==> config.mk <==
export PLATFORM = sky130hd
export DESIGN_NAME = tcc_div
export DESIGN_NICKNAME = d
export VERILOG_FILES = /design/src/hdl/tactile_contact_centroid_3x3_defines.svh /design/src/hdl/tcc_pkg.sv /design/src/hdl/tcc_div.sv
export SDC_FILE = /design/constraint.sdc
export NUM_CORES = 1
export LEC_CHECK = 0
export ABC_AREA = 1
export BUFFER_PORTS_ARGS = -buffer_cell sky130_fd_sc_hd__buf_2
export CORE_UTILIZATION = 60
export DETAILED_ROUTE_END_ITERATION = 12
export PLACE_DENSITY = 0.87
export SLEW_MARGIN = 20
export SYNTH_ARGS = -nofsm -noshare
export SYNTH_HDL_FRONTEND = slang
export SYNTH_SLANG_ARGS = --single-unit
export TNS_END_PERCENT = 20
==> constraint.sdc <==
create_clock -name clk -period 9.08 [get_ports clk]
set_clock_uncertainty 0.1 [all_clocks]
set_input_delay 0.908 -clock clk [delete_from_list [all_inputs] [get_ports clk]]
set_output_delay 0.908 -clock clk [all_outputs]
set_load 0.02 [all_outputs]
==> src/hdl/tactile_contact_centroid_3x3_defines.svh <==
// Assertion macros used by the contact centroid top-level design file.
`ifndef TACTILE_CONTACT_CENTROID_3X3_DEFINES_SVH
`define TACTILE_CONTACT_CENTROID_3X3_DEFINES_SVH
`ifndef SYNTHESIS
`define TCC_ASSERT_IMP(lbl, ante, cons) \
  lbl: assert property (@(posedge clk) disable iff (rst) (ante) |-> (cons)) \
    else $error("tcc: assertion failed");
`define TCC_ASSERT_NXT(lbl, ante, cons) \
  lbl: assert property (@(posedge clk) disable iff (rst) (ante) |=> (cons)) \
    else $error("tcc: assertion failed");
`else
`define TCC_ASSERT_IMP(lbl, ante, cons)
`define TCC_ASSERT_NXT(lbl, ante, cons)
`endif
`endif

==> src/hdl/tcc_pkg.sv <==
// Types, constants and helpers for the tactile contact centroid block.
package tcc_pkg;
  localparam int GRID_ROWS_DEF = 16;
  localparam int GRID_COLS_DEF = 16;
  localparam int FORCE_W = 48;
  localparam int SUM_W   = 20;  // nine 16-bit pressures
  localparam int ACC_W   = 36;  // nine 16x16 signed products
  localparam int NUM_W   = 36;  // rounded dividend magnitude
  localparam int Q_W     = 17;  // quotient magnitude up to 32768

  typedef struct packed {
    logic [15:0] pressure;
    logic [15:0] cx;
    logic [15:0] cy;
    logic [15:0] cz;
    logic [15:0] nx;
    logic [15:0] ny;
    logic [15:0] nz;
    logic [15:0] w;
    logic [15:0] h;
  } texel_t;

  typedef struct packed {
    logic [3:0]         row;
    logic [3:0]         col;
    logic [5:0][15:0]   val;  // point x,y,z then dir x,y,z
    logic [FORCE_W-1:0] force_v;
  } res_t;

  // row mod 3 for rows below 64
  function automatic logic [1:0] mod3_f(input logic [5:0] r);
    logic [11:0] t;
    logic [5:0]  q;
    t = 12'(r) * 12'd43;
    q = 6'(t[11:7]);
    return 2'(r - q * 6'd3);
  endfunction
endpackage

==> src/hdl/tcc_div.sv <==
// Restoring divider, one quotient bit per cycle.
module tcc_div import tcc_pkg::*; (
  input  logic             clk,
  input  logic             rst,
  input  logic             start,
  input  logic [NUM_W-1:0] num,
  input  logic [SUM_W-1:0] den,
  output logic             busy,
  output logic             done,
  output logic [Q_W-1:0]   quo
);
  localparam int CNT_W = $clog2(Q_W + 1);

  logic [SUM_W-1:0] rem;
  logic [Q_W-1:0]   nq;
  logic [CNT_W-1:0] cnt;
  logic [SUM_W:0]   t;
  logic             ge;
  logic [SUM_W-1:0] rem_next;

  always_comb begin
    t        = {rem, nq[Q_W-1]};
    ge       = t >= {1'b0, den};
    rem_next = ge ? SUM_W'(t - {1'b0, den}) : SUM_W'(t);
  end

  always_ff @(posedge clk) begin
    if (rst) begin
      busy <= 1'b0;
      done <= 1'b0;
    end else begin
      // pulse on the last quotient bit
      done <= !start && busy && (cnt == CNT_W'(1));
      if (start) begin
        // top bits are below den since the quotient fits Q_W bits
        rem  <= SUM_W'(num[NUM_W-1:Q_W]);
        nq   <= num[Q_W-1:0];
        cnt  <= CNT_W'(Q_W);
        busy <= 1'b1;
      end else if (busy) begin
        rem <= rem_next;
        nq  <= {nq[Q_W-2:0], ge};
        cnt <= cnt - CNT_W'(1);
        if (cnt == CNT_W'(1)) begin
          busy <= 1'b0;
        end
      end
    end
  end

  assign quo = nq;
endmodule

# Word level (Yosys, flattened, before mapping)
# Index checks and enable logic that the tools add are counted.
[op_classes]
n_lt_le_gt_ge = 1
n_mux = 9
n_reduce_logical = 5
addsub = 2
eq_ne = 1
bitwise = 1
[ops]
columns = ["op", "count"]
rows = [
  ["20-bit two-way mux", 2],
  ["17-bit two-way mux", 2],
  ["21-bit by 20-bit greater-or-equal comparator with 1-bit output", 1],
  ["20-bit subtractor", 1],
  ["19-bit two-way mux", 1],
  ["5-bit by 1-bit == test with 1-bit output, second input constant", 1],
  ["5-bit two-way mux", 1],
  ["5-bit by 1-bit subtractor with 5-bit output, second input constant", 1],
  ["1-bit two-way mux", 3],
  ["1-bit logical AND", 2],
  ["2-bit AND reduction", 1],
  ["2-bit nonzero test", 1],
  ["1-bit zero test", 1],
  ["1-bit inverter", 1],
]
[totals]
out_inout_bits = 19
word_cells = 25
reg_bits = 44

# Depth between registers and ports, before layout
# Gate-level depths: netlist of run 1.
[logic_depth]
depth_word = 4
depth_mapped = 15
depth_no_buf = 15

# Worst setup path after synthesis of run 1
# Ideal clock, no wire load.
[synth_path]
kind = "input-to-reg"
start = "input start"
end = "register cnt[0] (enable)"
t_required_ns = 8.523
slack_ns = 5.455
arrival_time_ns = 3.068
path_stages = 2
n_path_buf = 0
path_cell_list = "inv_1 a21oi_1"
[synth_via]
elab_chain_len = 2
[synth_lines]
columns = ["element", "line", "source"]
rows = [
  ["start: declaration", "tcc_div.sv:5", "input logic start,"],
  ["2-bit nonzero test (no source line)", "n/a", ""],
  ["2-bit AND reduction (no source line)", "n/a", ""],
  ["end signal: assignment", "tcc_div.sv:38", "cnt <= CNT_W'(Q_W);"],
  ["end signal: assignment", "tcc_div.sv:43", "cnt <= cnt - CNT_W'(1);"],
  ["end: declaration", "tcc_div.sv:16", "logic [CNT_W-1:0] cnt;"],
]
# No other way between the ends.
# A chain may end at the register's enable or synchronous reset.

# Worst setup path after layout of run 1
[layout_path]
start = "input den[18]"
end = "register rem[10] (data pin)"
[layout_via]
elab_chain_len = 4
[layout_lines]
columns = ["element", "line", "source"]
rows = [
  ["start: declaration", "tcc_div.sv:7", "input logic [SUM_W-1:0] den,"],
  ["21-bit by 20-bit greater-or-equal comparator with 1-bit output", "tcc_div.sv:23", "ge = t >= {1'b0, den};"],
  ["20-bit two-way mux", "tcc_div.sv:24", "rem_next = ge ? SUM_W'(t - {1'b0, den}) : SUM_W'(t);"],
  ["20-bit two-way mux", "tcc_div.sv:40", "end else if (busy) begin"],
  ["19-bit two-way mux", "tcc_div.sv:34", "if (start) begin"],
  ["end signal: assignment", "tcc_div.sv:36", "rem <= SUM_W'(num[NUM_W-1:Q_W]);"],
  ["end signal: assignment", "tcc_div.sv:41", "rem <= rem_next;"],
  ["end: declaration", "tcc_div.sv:14", "logic [SUM_W-1:0] rem;"],
]
# No other way between the ends. The select of a mux whose other input is x is not followed.

==> impl_results.md, run 1 <==
- Status: finished clean
- Max Slew Vio Count: 0
- Place WS: around 5.4 ns
- Synth warn: 0
- Worst Hold Class: register to register
- Final Cycle Share: about 38%
- GPL Wtd Cong: roughly 0.92
- Final setup fails: 0
- WP data required: about 9.2 ns
- Avg WL per Cell: 13.1 µm
- Io pins: between 70 and 80
- Largest net degree at the start of global routing: 44
- Synthesized Nets: approximately 600
- Global-route wire length before repair: ~14 mm
- Reg-to-reg slack, setup: slightly below 6 ns
- Largest cells by area after synthesis: edfxtp_1 (35%), nand2_1 (23%), inv_1 (7.8%)
- Endpoints failing hold: 0
- Final layout net count: about 670
- Commonest non-fill, non-tap cell in the layout: nand2_1
- Worst-Skew Late Latency: around 0.3 ns
- Fmax achieved: roughly 290 MHz
- Min Hold Slack: about 0.44 ns
- Final worst slack: 5.64 ns
- CTS Buffer Depth: 2
- CP Max Fanout: 22
- First drt pass iteration count: 4
- Gr ovfl total: 0
- Core area: 5680 µm²
- Hpwl dp: between 6 and 7 mm
- Final min period: ~3.4 ns
- Cell area after synthesis: approximately 3600 µm²
- GR Util All Layers: between 20% and 30%
- Routed Antenna Nets: 0
- Power per cell area: 144 nW/µm²
- DIE HEIGHT: ~80 µm
- Via-to-Cell Ratio: 5.15
- VDD IR-drop max: 0.000116 V
- Static leakage: between 2 and 2.5 nW
- Critical path launch point type: input pin
- Final non-filler cell total: between 600 and 700
- Clock slew at reported path FFs: about 0.090 ns
- Slew Limit Headroom: a little under a third
- Layout area overhead: 13.8%
- Post-synth top area cell: edfxtp_1
- Final wirelength: between 8 and 9 mm
- Syn Area/Cell: between 6 and 7 µm²
- Post_cts resized: 0
- Post-CTS setup buffers: 0
- Clock Tree Root: clkbuf_8
- Seq cells post-synth: 44
- ANT cells: 0
- Total Power: a little under 600 µW
- Initial antenna violation count: 0
- Distinct cell type count of the synthesized netlist: 30
- Die Area: 6360 µm²
- CP arrival: roughly 3.5 ns
- Seq/Total Area, Yosys: 35.8%
- Hold_buf cts: 0
- Placed cells: 657
- Synth Instances: 520
- Residual DRC count: 0
- Multi-input logic area: just under 2000 µm²
- Most frequent cells in the layout: nand2_1 (221), buf_2 (77), inv_1 (75), edfxtp_1 (42), nand3_1 (34)
- CTS H-Tree Depth: 2
- Inserted Clock Buffers: 5
- Fraction of layout cells with a size suffix above 1: between 15 and 20%
- Setup TNS Final: 0 ns
- Initial Util: approximately 64%
- Setup CP Type: input pin to register
- Sink Count: between 40 and 50
- Standard-cell rows: 27
- Worst Setup End Kind: register
- Iteration-0 DRC Markers: around 220
- FF+latch area: between 1000 and 1500 µm²
- I/O Buffers: 77
- Vias: 3424
- Vias in the first global route: between 3000 and 4000
- Die X: around 80 µm
- TritonCTS clock tree: built
- Synth top area share: 34.7%
- Worst-Margin Slew: about 1.0 ns
- Fillers: 512
- Max Cap Viol: 0
- Unrepaired setup endpoints after global routing: false
==> cell type report <==
| class | instances | area share, % |
|---|---|---|
| Multi-Input combinational cell | 385 | 47.5 |
| Sequential cell | 44 | 31.5 |
| Timing Repair Buffer | 79 | 9.70 |
| Inverter | 77 | 7.00 |
| Tap cell | 72 | 2.18 |
| Clock buffer | 6 | 1.76 |
| Clock inverter | 2 | 0.303 |
==> cells by family after synthesis <==
kind of cell               after synthesis  synth area share [%]
AOI/OAI and AO/OA                       24                  3.90
adders and majority gates               23                  8.14
xor gates and xnor gates                 8                  1.93
DFF                                     44                  35.8
and+or+nand+nor                        330                  39.8
buffers and inverters                   91                  10.4
==> per-layer routing <==
metal | track usage, % | up-vias | share of wire [%]
met4 | 10.4 | 0 | 1.2
li1 | - | 1782 | -
met1 | 34.0 | 1532 | 44
met5 | 0 | - | 0
met3 | 6.17 | 11 | 5.2
met2 | 52.3 | 99 | 49
==> synthesized netlist by cell type <==
master and number:
nand2_1 221, inv_1 75, edfxtp_1 42, nand3_1 34, nor2_1 25, nand3b_1 23, ha_1 22, a21oi_1 14
nand2_2 7, clkbuf_1 6, xnor2_1 6, nand4_1 5, buf_2 4, buf_6 4, nor2_2 4, nor3_1 4
nand3_2 3, o21ai_0 3, a21oi_2 2, and2_1 2, dfxtp_1 2, inv_2 2, o21ai_2 2, xor2_1 2
a31oi_1 1, fa_1 1, nor3_2 1, nor4_1 1, o21a_1 1, o21bai_1 1
==> critical path: stages <==
cell and delay (ns):
buf_2 0.07, inv_1 0.03, ha_1 0.36, a21oi_1 0.23
o21a_1 0.14, nand2_1 0.06, nor2_2 0.81, nand2_2 0.53
nand2_1 0.20, nand3_1 0.09, nand2_1 0.08
==> registers in the layout (all words and copies together) (netlist names) <==
register  count
busy          1
cnt           5
done          1
quo          17
rem          20
==> path summary, 6_finish.rpt <==
check	from	cells after the start	to
setup / recovery	den[18]	11	rem[10]
hold / removal	busy	2	done
hold reg to reg	busy	2	done
setup reg to reg	rem[14]	12	rem[10]
==> report_power, final <==
group | internal, mW | total (mW) | switching, mW
Clock | 0.0540 | 0.128 | 0.0739
Sequential | 0.244 | 0.253 | 0.00876
Combinational | 0.0792 | 0.214 | 0.135
Total | 0.378 | 0.595 | 0.217
==> stage by stage <==
| stage | cell area (µm²) | util (%) |
|---|---|---|
| floorplan | 3630 | - |
| global placement | 4040 | 71.3 |
| detailed placement | 4040 | 71.3 |
| CTS | 4130 | 72.8 |
| global route | 4130 | 72.8 |
| finish | 4130 | 72.8 |
(Power assumes the default switching activity.)
==> run 2: changes to the inputs <==
ABC_AREA = 0   (was 1)
CORE_UTILIZATION = 49   (was 60)
PLACE_DENSITY = 0.77   (was 0.87)
clock period = 3 ns   (was 9.08 ns; I/O delays follow)
==> run 2 against run 1 <==
Effect of this change:
- critical path depth decreased by 1
- final cell count down 30%
- first-iteration DRC count shrank 24%
- sequential share of layout area grew 2.1 points
- highest routed layer unchanged
==> impl_results.md, run 2 <==
- Avg WL per Cell: 14.5 µm (was 13.1 µm)
- CP Max Fanout: 11 (was 22)
- ANT cells: 0 (unchanged)
- Endpoints failing hold: 0 (unchanged)
- VDD IR-drop max: 0.000339 V (was 0.000116 V)
- Worst Hold Class: input pin to register (was register to register)
- Total Power: 1.96 mW (was 595 µW)
- Fillers: 522 (was 512)
- Commonest non-fill, non-tap cell in the layout: buf_2 (was nand2_1)
- Most frequent cells in the layout: buf_2 (77), edfxtp_1 (42), inv_1 (27), nand2_1 (23), ha_1 (21) (was nand2_1 (221), buf_2 (77), inv_1 (75), edfxtp_1 (42), nand3_1 (34))
- First drt pass iteration count: 4 (unchanged)
- Clock Tree Root: clkbuf_8 (unchanged)
- Max Cap Viol: 0 (unchanged)
- Core area: 6030 µm² (was 5680 µm²)
- Die Area: 6710 µm² (was 6360 µm²)
- Final min period: around 2.9 ns
- CTS Buffer Depth: 2 (unchanged)
- Met3 wire length: 361 µm (was 449 µm)
- Standard-cell rows: 28 (was 27)
- Most used DFF post-synth: edfxtp_1 (unchanged)
- Worst Setup End Kind: register (unchanged)
- Final setup fails: 0 (unchanged)
- Placed cells: 457 (was 657)
- DIE HEIGHT: 81.9 µm (was 79.8 µm)
- Slew Limit Headroom: 63.5% (was 30.2%)
- Syn Area/Cell: 10.2 µm² (was 6.98 µm²)
- GPL Wtd Cong: 0.811 (was 0.917)
- Worst-case reg-to-reg path depth: 10 (was 12)
- Worst-Margin Slew: 0.548 ns (was 1.05 ns)
- CP arrival: 2.83 ns (was 3.52 ns)
- Layout area overhead: 23.6% (was 13.8%)
- Power per cell area: 506 nW/µm² (was 144 nW/µm²)
- Max reg flops: 20 (unchanged)
- Largest delay contributor family on the critical path: compound AO/OA/AOI/OAI gates (was simple AND/OR/NAND/NOR gates)
- Crit Reg-Reg Endpoint: rem[0] (was rem[10])
- Status: finished clean (unchanged)
- Seq cells post-synth: 44 (unchanged)
- I/O Buffers: 77 (unchanged)
- CP Capture Point: rem[0] (was rem[10])
- WP depth: 10 (was 11)
- Global-route wire length before repair: 10.7 mm (was 14.4 mm)
- CP bufs+invs: 1 (was 2)
- Worst Setup SP: rem[5] (was den[18])
- Reg2Reg Launch Point: rem[5] (was rem[14])
- Io pins: 78 (unchanged)
- Slowest Stage Delay on Critical Path: 0.41 ns (was 0.81 ns)
- Final wirelength: 6.78 mm (was 8.69 mm)
- Largest cells by area after synthesis: edfxtp_1 (40%), ha_1 (8.8%), mux2_2 (6.1%) (was edfxtp_1 (35%), nand2_1 (23%), inv_1 (7.8%))
- Met1 WL: 3.09 mm (was 3.83 mm)
- Final layout net count: 474 (was 674)
- Fmax achieved: 348 MHz
- Initial Util: 51.9% (was 64.0%)
- Static leakage: 1.68 nW (was 2.24 nW)
- GR Util All Layers: 20.8% (was 29.1%)
- Vias: 2618 (was 3424)
- Via-to-Cell Ratio: 5.59 (was 5.15)
- Uppermost layer routed: met4 (unchanged)
- Initial antenna violation count: 0 (unchanged)
- Unrepaired setup endpoints after global routing: true (was false)
- Synth Instances: 308 (was 520)
- Post-synth top area cell: edfxtp_1 (unchanged)
- Post-synth EDFFs: 42 (unchanged)
- Hold_buf cts: 0 (unchanged)
- Critical path launch point type: register (was input pin)
- Max Slew Vio Count: 0 (unchanged)
- WL met2: 3.28 mm (was 4.30 mm)
- Synth warn: 0 (unchanged)
- Die X: 81.9 µm (was 79.8 µm)
- Distinct cell type count of the synthesized netlist: 44 (was 30)
- Largest net degree at the start of global routing: 77 (was 44)
- Critical-path cell list: ha_1, a21oi_1, o21ai_1, or3_1, o2111ai_2, a21oi_2, o31ai_4, buf_12, mux2i_1, mux2_2 (was buf_2, inv_1, ha_1, a21oi_1, o21a_1, nand2_1, nor2_2, nand2_2, nand2_1, nand3_1, nand2_1)
- Routed Antenna Nets: 0 (unchanged)
- Gr ovfl total: 0 (unchanged)
- Final Cycle Share: a little over nine tenths
- Cell area after synthesis: 3130 µm² (was 3630 µm²)
- Fraction of layout cells with a size suffix above 1: 31.0% (was 18.2%)
- Post-synthesis async set-or-reset flop share: 0% (unchanged)
- Count leader, synth: edfxtp_1 (was nand2_1)
- Synth top area share: 40.3% (was 34.7%)
- CTS H-Tree Depth: 2 (unchanged)
- Sink Count: 44 (unchanged)
- Worst-Skew Late Latency: 0.30 ns (about the same)
- Synthesized Nets: 390 (was 602)
- Iteration-0 DRC Markers: 166 (was 217)
- Vias in the first global route: 2409 (was 3306)
- Seq/Total Area, Yosys: 41.6% (was 35.8%)
- TritonCTS clock tree: built (unchanged)
- Setup CP Type: register to register (was input pin to register)
- Residual DRC count: 0 (unchanged)
- Setup TNS Final: 0 ns (unchanged)
- Commonest cells post-synth: edfxtp_1 (42), inv_1 (27), nand2_1 (23), ha_1 (22), nor2_1 (20) (was nand2_1 (221), inv_1 (75), edfxtp_1 (42), nand3_1 (34), nor2_1 (25))
- Reg-to-reg slack, setup: 0.12 ns (was 5.91 ns)
- WP data required: 2.95 ns (was 9.16 ns)
- Top reg by flops: rem (unchanged)
- Final non-filler cell total: 468 (was 665)
- Hpwl dp: 4.79 mm (was 6.36 mm)
- Inserted Clock Buffers: 5 (unchanged)
- Clock slew at reported path FFs: 0.09 ns (about the same)
- Slowest cell on the critical path: edfxtp_1 (was nor2_2)
-- run 2: metrics by stage --
stage,instance area [µm²],util (%),worst slack [ns],hold WS (ns)
floorplan,3130,-,0.178,0.273
global placement,3660,60.7,0.0752,0.423
detailed placement,3660,60.7,0.00562,0.429
CTS,3790,62.9,0.0167,0.114
global route,3870,64.2,-0.0343,0.124
finish,3870,64.2,0.124,0.125
-- run 2: how the worst min path moves through the flow --
| stage | from | end | slack, ns | depth (start not counted) |
|---|---|---|---|---|
| final | rst | busy | 0.13 | 2 |
| after global routing | rst | busy | 0.12 | 2 |
| after CTS | rst | busy | 0.11 | 2 |
| after detailed placement | busy | done | 0.43 | 1 |
| after global placement | rst | busy | 0.42 | 2 |
| after floorplan | rst | busy | 0.27 | 1 |
-- run 2: report_power, final --
group | internal, mW | leakage [nW] | switching [mW]
Combinational | 0.299 | 1.20 | 0.334
Clock | 0.333 | 0.0654 | 0.215
Sequential | 0.746 | 0.417 | 0.0281
Total | 1.38 | 1.68 | 0.578
-- run 2: cells by family after synthesis --
kind of cell,after synthesis,synth area share [%]
AO/OA/AOI/OAI,71,16.1
XOR/XNOR,17,4.76
adder cells (fa/ha/maj),23,9.44
buffers and inverters,39,4.80
flip-flops,44,41.6
multiplexers,23,8.04
AND/OR/NAND/NOR,91,15.2
-- run 2: final cells by class --
class                      count  area [µm²]  share of cell area [%]
inverter                      27         101                    2.62
clock inverter                 2        60.1                    1.55
sequential                    44        1300                    33.7
multi-input combinational    225        1720                    44.5
clock buffer                   6        72.6                    1.88
tap                           75        93.8                    2.43
timing repair buffer          89         518                    13.4
-- run 2: worst register-to-register path: stages, from the launching register on --
cell and delay, ns:
edfxtp_1 0.41, ha_1 0.32, a21oi_1 0.18, o21ai_1 0.09, or3_1 0.35, o2111ai_2 0.24
a21oi_2 0.11, o31ai_4 0.32, buf_12 0.18, mux2i_1 0.07, mux2_2 0.26
-- run 2: metal layers --
layer / GRT usage [%] / vias up
met1: 26.7 / 1230
met4: 4.74 / 0
met5: 0 / -
li1: - / 1313
met3: 4.56 / 6
met2: 35.6 / 69
-- run 2: what timing repair did --
action,CTS,global route
resized for setup,0,11
setup endpoints to repair,0,14
setup buffers,0,2
